==> config.mk <==
export PLATFORM = sky130hd
export DESIGN_NAME = tcp_congestion_window_control_unit
export DESIGN_NICKNAME = d
export VERILOG_FILES = /design/src/rtl/core/tcwc_pkg.sv /design/src/rtl/core/tcwc_divider.sv /design/src/rtl/core/tcwc_datapath.sv /design/src/rtl/core/tcwc_control.sv /design/src/rtl/core/tcp_congestion_window_control_unit.sv
export SDC_FILE = /design/constraint.sdc
export NUM_CORES = 2
export LEC_CHECK = 0
export BUFFER_PORTS_ARGS = -buffer_cell sky130_fd_sc_hd__buf_2
export CORE_AREA = 4 4 370 372
export DETAILED_ROUTE_END_ITERATION = 6
export DIE_AREA = 0 0 374 376
export HOLD_SLACK_MARGIN = 0.08
export PLACE_DENSITY_LB_ADDON = 0.12
export SYNTH_ARGS = -nofsm -noshare
export SYNTH_HDL_FRONTEND = slang
export SYNTH_HIERARCHICAL = 1
export SYNTH_SLANG_ARGS = --single-unit
==> constraint.sdc <==
create_clock -name clk -period 11.5 [get_ports clk]
set_input_delay 0.575 -clock clk [delete_from_list [all_inputs] [get_ports clk]]
set_output_delay 0.575 -clock clk [all_outputs]
set_load 0.02 [all_outputs]
==> src/rtl/core/tcwc_pkg.sv <==
// Package: types, constants and helpers for the TCP congestion window control unit.
`default_nettype none
package tcwc_pkg;

	localparam int unsigned MSS_W = 16;
	localparam int unsigned WORD_W = 32;
	localparam int unsigned PROD_W = 64;
	localparam logic [MSS_W-1:0] INITIAL_MSS_RESET = 16'd1460;
	localparam logic [WORD_W-1:0] ALL_ONES = 32'hFFFF_FFFF;
	localparam logic [MSS_W-1:0] MSS_TWO_SEG = 16'd2190;
	localparam logic [MSS_W-1:0] MSS_THREE_SEG = 16'd1095;

	typedef enum logic [2:0] {
		REQ_NEW_ACK   = 3'd0,
		REQ_DUP_ACK   = 3'd1,
		REQ_TIMEOUT   = 3'd2,
		REQ_ENTER_SACK = 3'd3,
		REQ_SACK_ACK  = 3'd4,
		REQ_REDUCE_MSS = 3'd5,
		REQ_QUERY     = 3'd6,
		REQ_SPARE     = 3'd7
	} req_t;

	// datapath commands issued by the controller
	typedef struct packed {
		logic init;        // reinitialize state from mss
		logic load;        // capture input item
		logic start_div;   // launch divider
		logic div_sel;     // 0: mss*mss/cwnd, 1: rescale step (see phase)
		logic rescale_ph;  // 0: cwnd*new/old, 1: limit*new/old
		logic dlim_div;    // divider computes flight/mss
		logic commit;      // apply event update
		logic push;        // present result
	} cmd_t;

	typedef struct packed {
		logic div_done;
		logic [2:0] req;
		logic need_div;    // event needs a division
		logic reduce_ok;
		logic third_dup;
	} stat_t;

	function automatic logic [WORD_W-1:0] sat_add(input logic [WORD_W-1:0] a,
			input logic [WORD_W-1:0] b);
		logic [WORD_W:0] s;
		s = {1'b0, a} + {1'b0, b};
		return s[WORD_W] ? ALL_ONES : s[WORD_W-1:0];
	endfunction

	function automatic logic [WORD_W-1:0] sat_small(input logic [WORD_W-1:0] a,
			input logic [1:0] k);
		logic [WORD_W+1:0] p;
		p = {2'b00, a} * {{WORD_W{1'b0}}, k};
		return (p[WORD_W+1:WORD_W] != 2'b00) ? ALL_ONES : p[WORD_W-1:0];
	endfunction

	function automatic logic [WORD_W-1:0] start_window(input logic [MSS_W-1:0] mss);
		logic [WORD_W-1:0] m;
		m = {{(WORD_W-MSS_W){1'b0}}, mss};
		if (mss > MSS_TWO_SEG) return m << 1;
		if (mss > MSS_THREE_SEG) return m + (m << 1);
		return m << 2;
	endfunction

endpackage
`default_nettype wire

==> src/rtl/core/tcwc_divider.sv <==
// Restoring divider: 64-bit dividend by 32-bit divisor, one quotient bit per cycle.
`default_nettype none
module tcwc_divider (
	input  wire logic clk,
	input  wire logic arst_n,
	input  wire logic start,
	input  wire logic [tcwc_pkg::PROD_W-1:0] dividend,
	input  wire logic [tcwc_pkg::WORD_W-1:0] divisor,
	output logic done,
	output logic [tcwc_pkg::PROD_W-1:0] quotient
);
	localparam int unsigned CNT_W = $clog2(tcwc_pkg::PROD_W + 1);

	logic [tcwc_pkg::WORD_W-1:0] rem_q;
	logic [tcwc_pkg::PROD_W-1:0] quo_q;
	logic [tcwc_pkg::WORD_W-1:0] dvs_q;
	logic [CNT_W-1:0] cnt_q;
	logic busy_q;
	logic done_q;
	logic [tcwc_pkg::WORD_W:0] shifted;
	logic [tcwc_pkg::WORD_W:0] diff;
	logic ge;

	assign shifted = {rem_q, quo_q[tcwc_pkg::PROD_W-1]};
	assign diff = shifted - {1'b0, dvs_q};
	assign ge = shifted >= {1'b0, dvs_q};

	always_ff @(posedge clk or negedge arst_n) begin
		if (!arst_n) begin
			busy_q <= 1'b0;
			done_q <= 1'b0;
			cnt_q <= '0;
		end else begin
			done_q <= 1'b0;
			if (start) begin
				busy_q <= 1'b1;
				cnt_q <= CNT_W'(tcwc_pkg::PROD_W);
			end else if (busy_q) begin
				cnt_q <= cnt_q - 1'b1;
				if (cnt_q == CNT_W'(1)) begin
					busy_q <= 1'b0;
					done_q <= 1'b1;
				end
			end
		end
	end

	always_ff @(posedge clk) begin
		if (start) begin
			rem_q <= '0;
			quo_q <= dividend;
			dvs_q <= divisor;
		end else if (busy_q) begin
			rem_q <= ge ? diff[tcwc_pkg::WORD_W-1:0] : shifted[tcwc_pkg::WORD_W-1:0];
			quo_q <= {quo_q[tcwc_pkg::PROD_W-2:0], ge};
		end
	end

	assign done = done_q;
	assign quotient = quo_q;
endmodule
`default_nettype wire

==> src/rtl/core/tcwc_datapath.sv <==
// Datapath: congestion state registers, event arithmetic and result register.
`default_nettype none
module tcwc_datapath (
	input  wire logic clk,
	input  wire logic arst_n,
	input  wire tcwc_pkg::cmd_t cmd,
	output tcwc_pkg::stat_t stat,
	input  wire logic [tcwc_pkg::MSS_W-1:0] init_mss,
	input  wire logic [2:0] in_req,
	input  wire logic [tcwc_pkg::WORD_W-1:0] in_acked,
	input  wire logic [tcwc_pkg::WORD_W-1:0] in_flight,
	input  wire logic in_complete,
	input  wire logic [tcwc_pkg::MSS_W-1:0] in_new_mss,
	input  wire logic [tcwc_pkg::WORD_W-1:0] in_rwnd,
	output logic [98:0] result
);
	localparam int unsigned W = tcwc_pkg::WORD_W;
	localparam int unsigned MW = tcwc_pkg::MSS_W;

	logic [MW-1:0] mss_q;
	logic [W-1:0] cwnd_q, ssth_q, dup_q, lim_q;
	logic fr_q, sr_q;
	logic [2:0] req_q;
	logic [W-1:0] acked_q, flight_q, rwnd_q;
	logic cmpl_q;
	logic [MW-1:0] nmss_q;
	logic [W-1:0] scaled_q;
	logic [W-1:0] lim_div_q;
	logic [98:0] result_q;

	logic div_start, div_done;
	logic [tcwc_pkg::PROD_W-1:0] dividend, quotient;
	logic [W-1:0] divisor;
	logic [W-1:0] mss_w, nmss_w;
	logic [W-1:0] dup_next, half_thr, floor2;
	logic [W-1:0] inc;
	logic qsat;

	assign mss_w = {{(W-MW){1'b0}}, mss_q};
	assign nmss_w = {{(W-MW){1'b0}}, nmss_q};
	assign dup_next = tcwc_pkg::sat_add(dup_q, W'(1));
	assign floor2 = tcwc_pkg::sat_small(mss_w, 2'd2);
	assign half_thr = ((flight_q >> 1) > floor2) ? (flight_q >> 1) : floor2;

	always_comb begin
		dividend = '0;
		divisor = mss_w;
		if (cmd.dlim_div) begin
			dividend = {{W{1'b0}}, flight_q};
			divisor = mss_w;
		end else if (!cmd.div_sel) begin
			dividend = {{W{1'b0}}, mss_w * mss_w};
			divisor = cwnd_q;
		end else if (!cmd.rescale_ph) begin
			dividend = {{W{1'b0}}, cwnd_q} * {{(tcwc_pkg::PROD_W-MW){1'b0}}, nmss_q};
			divisor = mss_w;
		end else begin
			dividend = {{W{1'b0}}, lim_q} * {{(tcwc_pkg::PROD_W-MW){1'b0}}, nmss_q};
			divisor = mss_w;
		end
	end
	assign div_start = cmd.start_div;

	tcwc_divider u_div (
		.clk(clk), .arst_n(arst_n), .start(div_start), .dividend(dividend),
		.divisor(divisor), .done(div_done), .quotient(quotient)
	);

	assign qsat = quotient[tcwc_pkg::PROD_W-1:W] != '0;
	assign inc = (cwnd_q == '0) ? W'(1) :
		(qsat ? tcwc_pkg::ALL_ONES : ((quotient[W-1:0] > W'(1)) ? quotient[W-1:0] : W'(1)));

	assign stat.div_done = div_done;
	assign stat.req = req_q;
	assign stat.reduce_ok = (nmss_q != '0) && (nmss_q < mss_q);
	assign stat.third_dup = dup_next == W'(3);
	assign stat.need_div = ((req_q == tcwc_pkg::REQ_NEW_ACK) && !sr_q && !fr_q
		&& (acked_q != '0) && !(cwnd_q < ssth_q) && (cwnd_q != '0))
		|| ((req_q == tcwc_pkg::REQ_REDUCE_MSS) && stat.reduce_ok)
		|| ((req_q == tcwc_pkg::REQ_DUP_ACK) && stat.third_dup);

	always_ff @(posedge clk) begin
		if (cmd.load) begin
			req_q <= in_req;
			acked_q <= in_acked;
			flight_q <= in_flight;
			cmpl_q <= in_complete;
			nmss_q <= in_new_mss;
			rwnd_q <= in_rwnd;
		end
		if (div_done && cmd.div_sel && !cmd.rescale_ph) scaled_q <= quotient[W-1:0];
		if (div_done && cmd.dlim_div) lim_div_q <= quotient[W-1:0];
	end

	always_ff @(posedge clk or negedge arst_n) begin
		logic [MW-1:0] m;
		if (!arst_n) begin
			mss_q <= tcwc_pkg::INITIAL_MSS_RESET;
			cwnd_q <= tcwc_pkg::start_window(tcwc_pkg::INITIAL_MSS_RESET);
			ssth_q <= tcwc_pkg::ALL_ONES;
			dup_q <= '0;
			lim_q <= '0;
			fr_q <= 1'b0;
			sr_q <= 1'b0;
		end else if (cmd.init) begin
			m = (init_mss == '0) ? MW'(1) : init_mss;
			mss_q <= m;
			cwnd_q <= tcwc_pkg::start_window(m);
			ssth_q <= tcwc_pkg::ALL_ONES;
			dup_q <= '0;
			lim_q <= '0;
			fr_q <= 1'b0;
			sr_q <= 1'b0;
		end else if (cmd.commit) begin
			case (req_q)
				tcwc_pkg::REQ_NEW_ACK: begin
					dup_q <= '0;
					lim_q <= '0;
					if (!sr_q) begin
						if (fr_q) begin
							cwnd_q <= ssth_q;
							fr_q <= 1'b0;
						end else if (acked_q != '0) begin
							if (cwnd_q < ssth_q)
								cwnd_q <= tcwc_pkg::sat_add(cwnd_q,
									(acked_q < mss_w) ? acked_q : mss_w);
							else
								cwnd_q <= tcwc_pkg::sat_add(cwnd_q, inc);
						end
					end
				end
				tcwc_pkg::REQ_DUP_ACK: begin
					dup_q <= dup_next;
					if (dup_next == W'(3)) begin
						ssth_q <= half_thr;
						cwnd_q <= tcwc_pkg::sat_add(half_thr,
							tcwc_pkg::sat_small(mss_w, 2'd3));
						lim_q <= lim_div_q;
						fr_q <= 1'b1;
					end else if (dup_next > W'(3) && fr_q && (dup_next - W'(3) < lim_q))
						cwnd_q <= tcwc_pkg::sat_add(cwnd_q, mss_w);
				end
				tcwc_pkg::REQ_TIMEOUT: begin
					ssth_q <= half_thr;
					cwnd_q <= mss_w;
					dup_q <= '0;
					lim_q <= '0;
					fr_q <= 1'b0;
					sr_q <= 1'b0;
				end
				tcwc_pkg::REQ_ENTER_SACK: begin
					ssth_q <= half_thr;
					cwnd_q <= half_thr;
					dup_q <= '0;
					lim_q <= '0;
					fr_q <= 1'b1;
					sr_q <= 1'b1;
				end
				tcwc_pkg::REQ_SACK_ACK: begin
					dup_q <= '0;
					lim_q <= '0;
					if (sr_q && cmpl_q) begin
						cwnd_q <= ssth_q;
						fr_q <= 1'b0;
						sr_q <= 1'b0;
					end
				end
				tcwc_pkg::REQ_REDUCE_MSS: begin
					if (stat.reduce_ok) begin
						cwnd_q <= (scaled_q > nmss_w) ? scaled_q : nmss_w;
						lim_q <= quotient[W-1:0];
						mss_q <= nmss_q;
					end
				end
				default: ;
			endcase
		end
	end

	logic [W-1:0] usable;
	logic retx_q;
	always_ff @(posedge clk) begin
		if (cmd.commit)
			retx_q <= (req_q == tcwc_pkg::REQ_DUP_ACK) && stat.third_dup;
	end
	assign usable = (cwnd_q < rwnd_q) ? cwnd_q : rwnd_q;

	// result: retx, allowance, cwnd, ssthresh, fr, sr (lowest first)
	always_ff @(posedge clk) begin
		if (cmd.push)
			result_q <= {sr_q, fr_q, ssth_q, cwnd_q,
				(flight_q >= usable) ? W'(0) : usable - flight_q, retx_q};
	end
	assign result = result_q;
endmodule
`default_nettype wire

==> src/rtl/core/tcwc_control.sv <==
// Controller: sequences load, division, commit and result hand-off per item.
`default_nettype none
module tcwc_control (
	input  wire logic clk,
	input  wire logic arst_n,
	input  wire logic cfg_we,
	input  wire logic in_valid,
	output logic in_ready,
	output logic out_valid,
	input  wire logic out_ready,
	input  wire tcwc_pkg::stat_t stat,
	output tcwc_pkg::cmd_t cmd
);
	typedef enum logic [6:0] {
		S_IDLE   = 7'b0000001,
		S_CHECK  = 7'b0000010,
		S_DIV1   = 7'b0000100,
		S_DIV2S  = 7'b0001000,
		S_DIV2   = 7'b0010000,
		S_COMMIT = 7'b0100000,
		S_PUSH   = 7'b1000000
	} state_t;

	state_t state_q, state_d;
	logic out_valid_q;
	logic is_reduce, is_dup;

	assign is_reduce = stat.req == tcwc_pkg::REQ_REDUCE_MSS;
	assign is_dup = stat.req == tcwc_pkg::REQ_DUP_ACK;
	assign in_ready = (state_q == S_IDLE) && !cfg_we;
	assign out_valid = out_valid_q;

	always_comb begin
		cmd = '0;
		state_d = state_q;
		cmd.init = cfg_we;
		cmd.dlim_div = is_dup;
		cmd.div_sel = is_reduce;
		cmd.rescale_ph = (state_q == S_DIV2S) || (state_q == S_DIV2)
			|| (state_q == S_COMMIT);
		unique case (state_q)
			S_IDLE: if (in_valid && in_ready) begin
				cmd.load = 1'b1;
				state_d = S_CHECK;
			end
			S_CHECK: if (stat.need_div) begin
				cmd.start_div = 1'b1;
				state_d = S_DIV1;
			end else state_d = S_COMMIT;
			S_DIV1: if (stat.div_done) state_d = is_reduce ? S_DIV2S : S_COMMIT;
			S_DIV2S: begin
				cmd.start_div = 1'b1;
				state_d = S_DIV2;
			end
			S_DIV2: if (stat.div_done) state_d = S_COMMIT;
			S_COMMIT: begin
				cmd.commit = 1'b1;
				state_d = S_PUSH;
			end
			S_PUSH: if (!out_valid_q || out_ready) begin
				cmd.push = 1'b1;
				state_d = S_IDLE;
			end
			default: state_d = S_IDLE;
		endcase
	end

	always_ff @(posedge clk or negedge arst_n) begin
		if (!arst_n) begin
			state_q <= S_IDLE;
			out_valid_q <= 1'b0;
		end else begin
			state_q <= state_d;
			if (cmd.push) out_valid_q <= 1'b1;
			else if (out_ready) out_valid_q <= 1'b0;
		end
	end
endmodule
`default_nettype wire

==> src/rtl/core/tcp_congestion_window_control_unit.sv <==
// Top level: TCP congestion window control unit.
// channel | dir | tdata (low bit up)                         | tuser (low bit up)
// s_axis  | in  | acked_bytes, flight_bytes, new_mss, peer_win | req_type, recov_done
// m_axis  | out | send_budget, window_bytes, threshold_bytes  | resend_first, in_fr, in_sr
// cfg     | in  | initial_mss (cfg_we/cfg_data)
// One transfer at a time. An item without division runs from accept through the check,
// commit and push states back to idle. A congestion-avoidance ACK or third duplicate
// ACK adds one divider pass, an MSS reduction adds two passes, one after the other.
// The shared bit-serial divider serves both passes. Reset or a cfg write restores
// initial state. A waiting result holds in the output register; a new item is still taken,
// but its result is loaded only once the waiting one moves.
`default_nettype none
module tcp_congestion_window_control_unit (
	input  wire logic clk,
	input  wire logic arst_n,
	input  wire logic cfg_we,
	input  wire logic [15:0] cfg_data,
	input  wire logic s_axis_tvalid,
	output logic s_axis_tready,
	input  wire logic [111:0] s_axis_tdata,  // acked_bytes, flight_bytes, new_mss, peer_win
	input  wire logic [3:0] s_axis_tuser,    // req_type, recov_done
	output logic m_axis_tvalid,
	input  wire logic m_axis_tready,
	output logic [95:0] m_axis_tdata,        // send_budget, window_bytes, threshold_bytes
	output logic [2:0] m_axis_tuser          // resend_first, in_fr, in_sr
);
	tcwc_pkg::cmd_t cmd;
	tcwc_pkg::stat_t stat;
	logic [98:0] result;

	tcwc_control u_ctrl (
		.clk(clk), .arst_n(arst_n), .cfg_we(cfg_we), .in_valid(s_axis_tvalid),
		.in_ready(s_axis_tready), .out_valid(m_axis_tvalid), .out_ready(m_axis_tready),
		.stat(stat), .cmd(cmd)
	);

	tcwc_datapath u_dp (
		.clk(clk), .arst_n(arst_n), .cmd(cmd), .stat(stat), .init_mss(cfg_data),
		.in_req(s_axis_tuser[2:0]), .in_acked(s_axis_tdata[31:0]),
		.in_flight(s_axis_tdata[63:32]), .in_complete(s_axis_tuser[3]),
		.in_new_mss(s_axis_tdata[79:64]), .in_rwnd(s_axis_tdata[111:80]),
		.result(result)
	);

	assign m_axis_tdata = result[96:1];
	assign m_axis_tuser = {result[98], result[97], result[0]};
endmodule
`default_nettype wire
Word-level counts from Yosys, hierarchy flattened
Cells that the tools add are included.

Add/subtract/negate cells: 10. Multipliers: 4. Magnitude comparators: 13. Equality and inequality tests: 24. Mux-type cells: 91. Reductions and logical operators: 57.

Operator list (count): $mux W32 (36); $pmux W32 S6 (1); $mux W48 (3); $mux W64 (2); $pmux W32 S2 (2); $mux W16 (7); $add A32 B32 Y33 (3); $lt A32 B32 Y1 (3); $mul A32 B16 Y48 (2); $pmux W32 S3 (1); $reduce_bool A32 Y1 (3); $sub A32 B32 Y32 (2); $pmux W7 S7 (1); $mux W7 (6); $add A32 B1 Y33 const B (1); $add A32 B16 Y33 (1); $ge A33 B32 Y1 (1); $eq A32 B2 Y1 const B (1); $ge A32 B32 Y1 (1); $gt A32 B1 Y1 const B (1); $gt A32 B16 Y1 (1); $gt A32 B2 Y1 const B (1); $logic_not A32 Y1 (1); $lt A32 B16 Y1 (1); other kinds (50) (117).

Register bits after elaboration: 571. Bits of input ports: 137. Word-level logic and storage cells: 226.

Logic depth before layout (Yosys ltp)
Depth after elaboration: 13. Gate-level depth with buffers: 30. Mapped depth without buffers: 27.

By module
The synthesis kept the hierarchy.

Modules (own cells, without submodules): tcwc_datapath (instances 1, cells an instance 8216, area an instance 72059.1 µm², seq. area each 12115.4 µm²); tcwc_divider (instances 1, cells an instance 637, area an instance 7245.7 µm², seq. area each 3748.6 µm²); tcwc_control (instances 1, cells an instance 65, area an instance 561.8 µm², seq. area each 201.4 µm²).

Least setup slack after synthesis
OpenSTA, ideal clock, no wires.

Kind: register to register. Start: register u_dp.dup_q[12]. End: register u_dp.u_div.quo_q (netlist bit u_dp/u_div/quotient[0]) (enable). Library setup time: 0.418 ns. Arrival time: 7.598 ns. Setup slack: 3.485 ns. Stages on the path, launching flop included: 18. Path buffers: 4. Clock period less this slack: 8.015 ns. Cell sequence: dfrtp_1 > buf_2 > nand4_1 > or4_4 > nor4_2 > mux2i_1 > nand4b_1 > nor4b_4 > nand2_1 > clkbuf_1 > o21ai_0 > nor2b_1 > mux2i_1 > nor3_1 > clkbuf_1 > nor2_1 > clkbuf_1 > inv_1.

RTL lines: start, declared (RTL line tcwc_datapath.sv:21) `logic [W-1:0] cwnd_q, ssth_q, dup_q, lim_q;`; start signal, assigned (RTL line tcwc_datapath.sv:133) `dup_q <= dup_next;`; end signal, assigned (RTL line tcwc_divider.sv:51) `quo_q <= dividend;`; end signal, assigned (RTL line tcwc_divider.sv:55) `quo_q <= {quo_q[tcwc_pkg::PROD_W-2:0], ge};`; end, declared (RTL line tcwc_divider.sv:15) `logic [tcwc_pkg::PROD_W-1:0] quo_q;`.

Worst setup path in the final report
Start: register u_dp.nmss_q[10]. End: register u_dp.u_div.quo_q (netlist bit u_dp/u_div/quotient[46]), data pin.

RTL lines: start, declared (RTL line tcwc_datapath.sv:26) `logic [MW-1:0] nmss_q;`; start signal, assigned (RTL line tcwc_datapath.sv:88) `nmss_q <= in_new_mss;`; $mul A32 B16 Y48 (on tied branches) (RTL line tcwc_datapath.sv:55, tcwc_datapath.sv:58); $mux W48 (*) (RTL line tcwc_datapath.sv:54) `end else if (!cmd.rescale_ph) begin`; $mux W48 (*) (RTL line tcwc_datapath.sv:51) `end else if (!cmd.div_sel) begin`; $mux W48 (*) (RTL line tcwc_datapath.sv:48) `if (cmd.dlim_div) begin`; via u_dp.dividend, one bit (RTL line tcwc_datapath.sv:32) `logic [tcwc_pkg::PROD_W-1:0] dividend, quotient;`; $mux W64 (*) (RTL line tcwc_divider.sv:49) `if (start) begin`.

The timed path passes the listed nets; every way through them passes the cells marked *. A chain may end at the register's enable or synchronous reset.

==> key figures <==
Min path
  – HP Class: in -> reg
  – Worst Hold Path EP: u_dp/nmss_q[6]
  – Hold Crit Depth: 1
  – HP Start: s_axis_tdata[70]

Routing
  – Final wirelength: 310000 um
  – Final ANT Viol Nets: 0
  – Initial DRT Pass Iterations: 6
  – Routed wl met2: 130000 um
  – Via density: ~6.4
  – Drt initial violations: 8035
  – DRC violations left: 0
  – Routed len/inst: approximately 28 um
  – Wire length on met1: 115000 um
  – Overall via count from detail_route: between 60000 and 70000
  – Met3 Wirelength: 38200 um
  – Top layer used by detailed routing: met5

Setup path
  – Family with the most delay on the worst path: compound AO/OA/AOI/OAI gates
  – Reg-to-Reg Start: u_dp/nmss_q[10]
  – FF-to-FF setup slack: around 2.0 ns
  – CP Class: reg -> reg
  – Startpoint Class: flop
  – CP Max Fanout: 23
  – Crit path DAT: a little under 10 ns
  – Critical Path Most Common Cell: fa_1
  – Worst R2R End: u_dp/u_div/quotient[46]
  – Critical path's slowest cell: edfxtp_1
  – Crit path buf inv count: 5
  – Crit path capture type: flop
  – Crit-path max cell delay: roughly 0.97 ns
  – Length in cells of the worst reg-to-reg path: 25
  – Req. time, crit path: about 12 ns

Synthesis
  – Largest family of logic cells by synthesized area: adder cells
  – Synth Instances: approximately 9000
  – XOR/XNOR share of the synthesized area: 3.88%
  – Synth Area in Compound Gates: a little over an eighth
  – Adder-cell share of the synthesized area: a little over a third
  – Cell with the most instances after synthesis: inv_1
  – Ys Warns: 6
  – Post-synth top area cell: fa_1
  – Post-synth top area share: 25.3%
  – Post-synthesis cell type count: 107
  – Synth Register Bits: between 500 and 600
  – Mux contribution to synthesized area: between 2 and 2.5%
  – Main synth FF type: edfxtp_1
  – Register area share after synthesis: between 20% and 30%
  – Share of flip-flops with an asynchronous set or reset: 28.5%
  – Synthesized area: about 0.080 mm2
  – Number of flops mapped to enable cells by yosys: around 380
  – Average cell area after synthesis: 8.96 um2
  – Post-Synth Simple-Gate Area: between 10% and 20%
  – Top post-synthesis cells by area: fa_1 (25%), edfxtp_1 (14%), ha_1 (11%), inv_1 (6.5%), nand2_1 (5.0%)
  – Post-synth top cells: inv_1 (1393), nand2_1 (1059), fa_1 (1009), ha_1 (714), nor2_1 (630)

Global route
  – GRT Util Overall: a little over two fifths
  – Vias in the first global route: roughly 70000
  – GR Overflow Total: 0
  – Initial antenna violation count: 19
  – Largest net degree at the start of global routing: 67
  – First-pass GRT wire length: between 400000 and 500000 um

Floorplan
  – Die Span Y: about 380 um
  – Initial Util: around three fifths
  – Core Area: between 0.1 and 0.15 mm2
  – FP Rows: 134
  – Die span in x: roughly 370 um
  – DIE AREA: between 0.1 and 0.15 mm2
  – Io pins: approximately 240

STA
  – Clock Skews: between 0.05 and 0.06 ns
  – Peak Freq: 105 MHz
  – RSZ-0062 raised after global routing: false
  – Max-slew violations: 0
  – Worst Tran Pin Value: ~1.4 ns
  – Worst hold slack: 0.108 ns
  – Total negative setup slack: 0 ns
  – Slew Limit Headroom: between 4 and 5%
  – Setup violators final: 0
  – Fin crit share: ~83%
  – Fin. Hold Viols: 0
  – Tmin final: 9.50 ns

Final layout
  – Layout cell share with drive strength beyond 1: about 8.6%
  – Final non-filler cell total: 10900
  – Area growth syn-to-layout: 8.48%
  – Nets: around 11000
  – Fin area: just under 0.09 mm2

Place
  – Final HPWL DP: roughly 240000 um
  – Post-Place Cells: 10700
  – Final Wtd Congestion: 1.03
  – Port buffer count: 237
  – Dpl cell area: ~0.083 mm2

Run
  – Maxcap violations: 0

Run status
  – Status: completed

CTS
  – Worst-skew pair later-pin latency: 0.73 ns
  – Root buf cell: clkbuf_16
  – CTS tree: built
  – # H-tree levels: 3
  – Max Root-Sink Buffers: 3
  – Worst-path clk slew: approximately 0.06 ns
  – CTS sink count: between 500 and 600
  – Num CTS Buffers: 73
## state kept, by name, summed over array words and instances (netlist names), 32 cells and up
| register | flops |
|---|---|
| u_dp/u_div/rem_q | 32 |
| u_dp/lim_q | 32 |
| u_dp/ssth_q | 32 |
| u_dp/dup_q | 32 |
| u_dp/result | 99 |
| u_dp/u_div/quotient | 64 |
| u_dp/rwnd_q | 32 |
| u_dp/lim_div_q | 32 |
| u_dp/flight_q | 32 |
| u_dp/acked_q | 32 |
| u_dp/u_div/dvs_q | 32 |
| u_dp/scaled_q | 32 |
| u_dp/cwnd_q | 32 |
## worst max path at each step
stage | to | start | slack, ns | depth (start not counted)
4_1_cts | u_dp/u_div/quotient[46] | u_dp/nmss_q[10] | 2.13 | 25
3_5_place_dp | u_dp/u_div/quotient[46] | u_dp/nmss_q[10] | 2.15 | 25
5_1_grt | u_dp/u_div/quotient[46] | u_dp/nmss_q[10] | 1.68 | 25
2_1_floorplan | u_dp/u_div/quotient[0] | u_dp/dup_q[12] | 3.48 | 17
3_3_place_gp | u_dp/u_div/quotient[46] | u_dp/nmss_q[10] | 2.39 | 25
6_report | u_dp/u_div/quotient[46] | u_dp/nmss_q[10] | 2.00 | 25
## cell families after synthesis
| family | Yosys count |
|---|---|
| buffers and inverters | 1862 |
| AO/OA/AOI/OAI | 1645 |
| other | 1 |
| flip-flops | 571 |
| AND/OR/NAND/NOR | 2584 |
| adder cells (fa/ha/maj) | 1723 |
| multiplexers | 178 |
| XOR/XNOR | 354 |
## per-stage QoR
stage	setup slack (ns)	utilization (%)
3_3_place_gp	2.39	62.3
3_5_place_dp	2.15	62.3
4_1_cts	2.13	65.0
5_1_grt	1.68	65.0
2_1_floorplan	3.48	-
6_report	2.00	65.0
## cell type report
cell class / instances / area (um2)
timing repair buffer: 513 / 3550
fill: 11200 / 46700
antenna: 7 / 17.5
clock buffer: 88 / 1970
inverter: 1421 / 5330
multi-input combinational: 6516 / 57000
tap: 1768 / 2210
sequential: 571 / 16100
clock inverter: 45 / 508
## layout by cell type, fill, tap and decap left out, types with 124 or more instances in the layout
cell type / Yosys / final
inv_1: 1393 / 1392
nand2_1: 1059 / 1059
fa_1: 1009 / 1009
ha_1: 714 / 714
nor2_1: 630 / 625
a21oi_1: 453 / 450
edfxtp_1: 376 / 376
o21ai_0: 348 / 346
buf_2: 17 / 235
and2_1: 233 / 233
xnor2_1: 222 / 222
a21o_1: 181 / 181
buf_4: 7 / 167
xor2_1: 132 / 132
nor3_1: 134 / 132
mux2_2: 124 / 124
## what timing repair did
item | CTS | global route
resized for setup | 0 | 0
hold buffers | 109 | 0
buffers inserted | 0 | 0
endpoints found under the setup margin | 0 | 0
hold endpoints to repair | 172 | 0
## metal layers
layer  global-route usage [%]  vias to the layer above
li1                         -                    29800
met1                     55.6                    34000
met2                     64.5                     4528
met3                     12.9                     1191
met4                     29.9                       14
met5                        0                        -
Power is left out: the tool's default activity adds up to more than one toggle a clock period on the data nets, which glitch-free logic cannot reach.
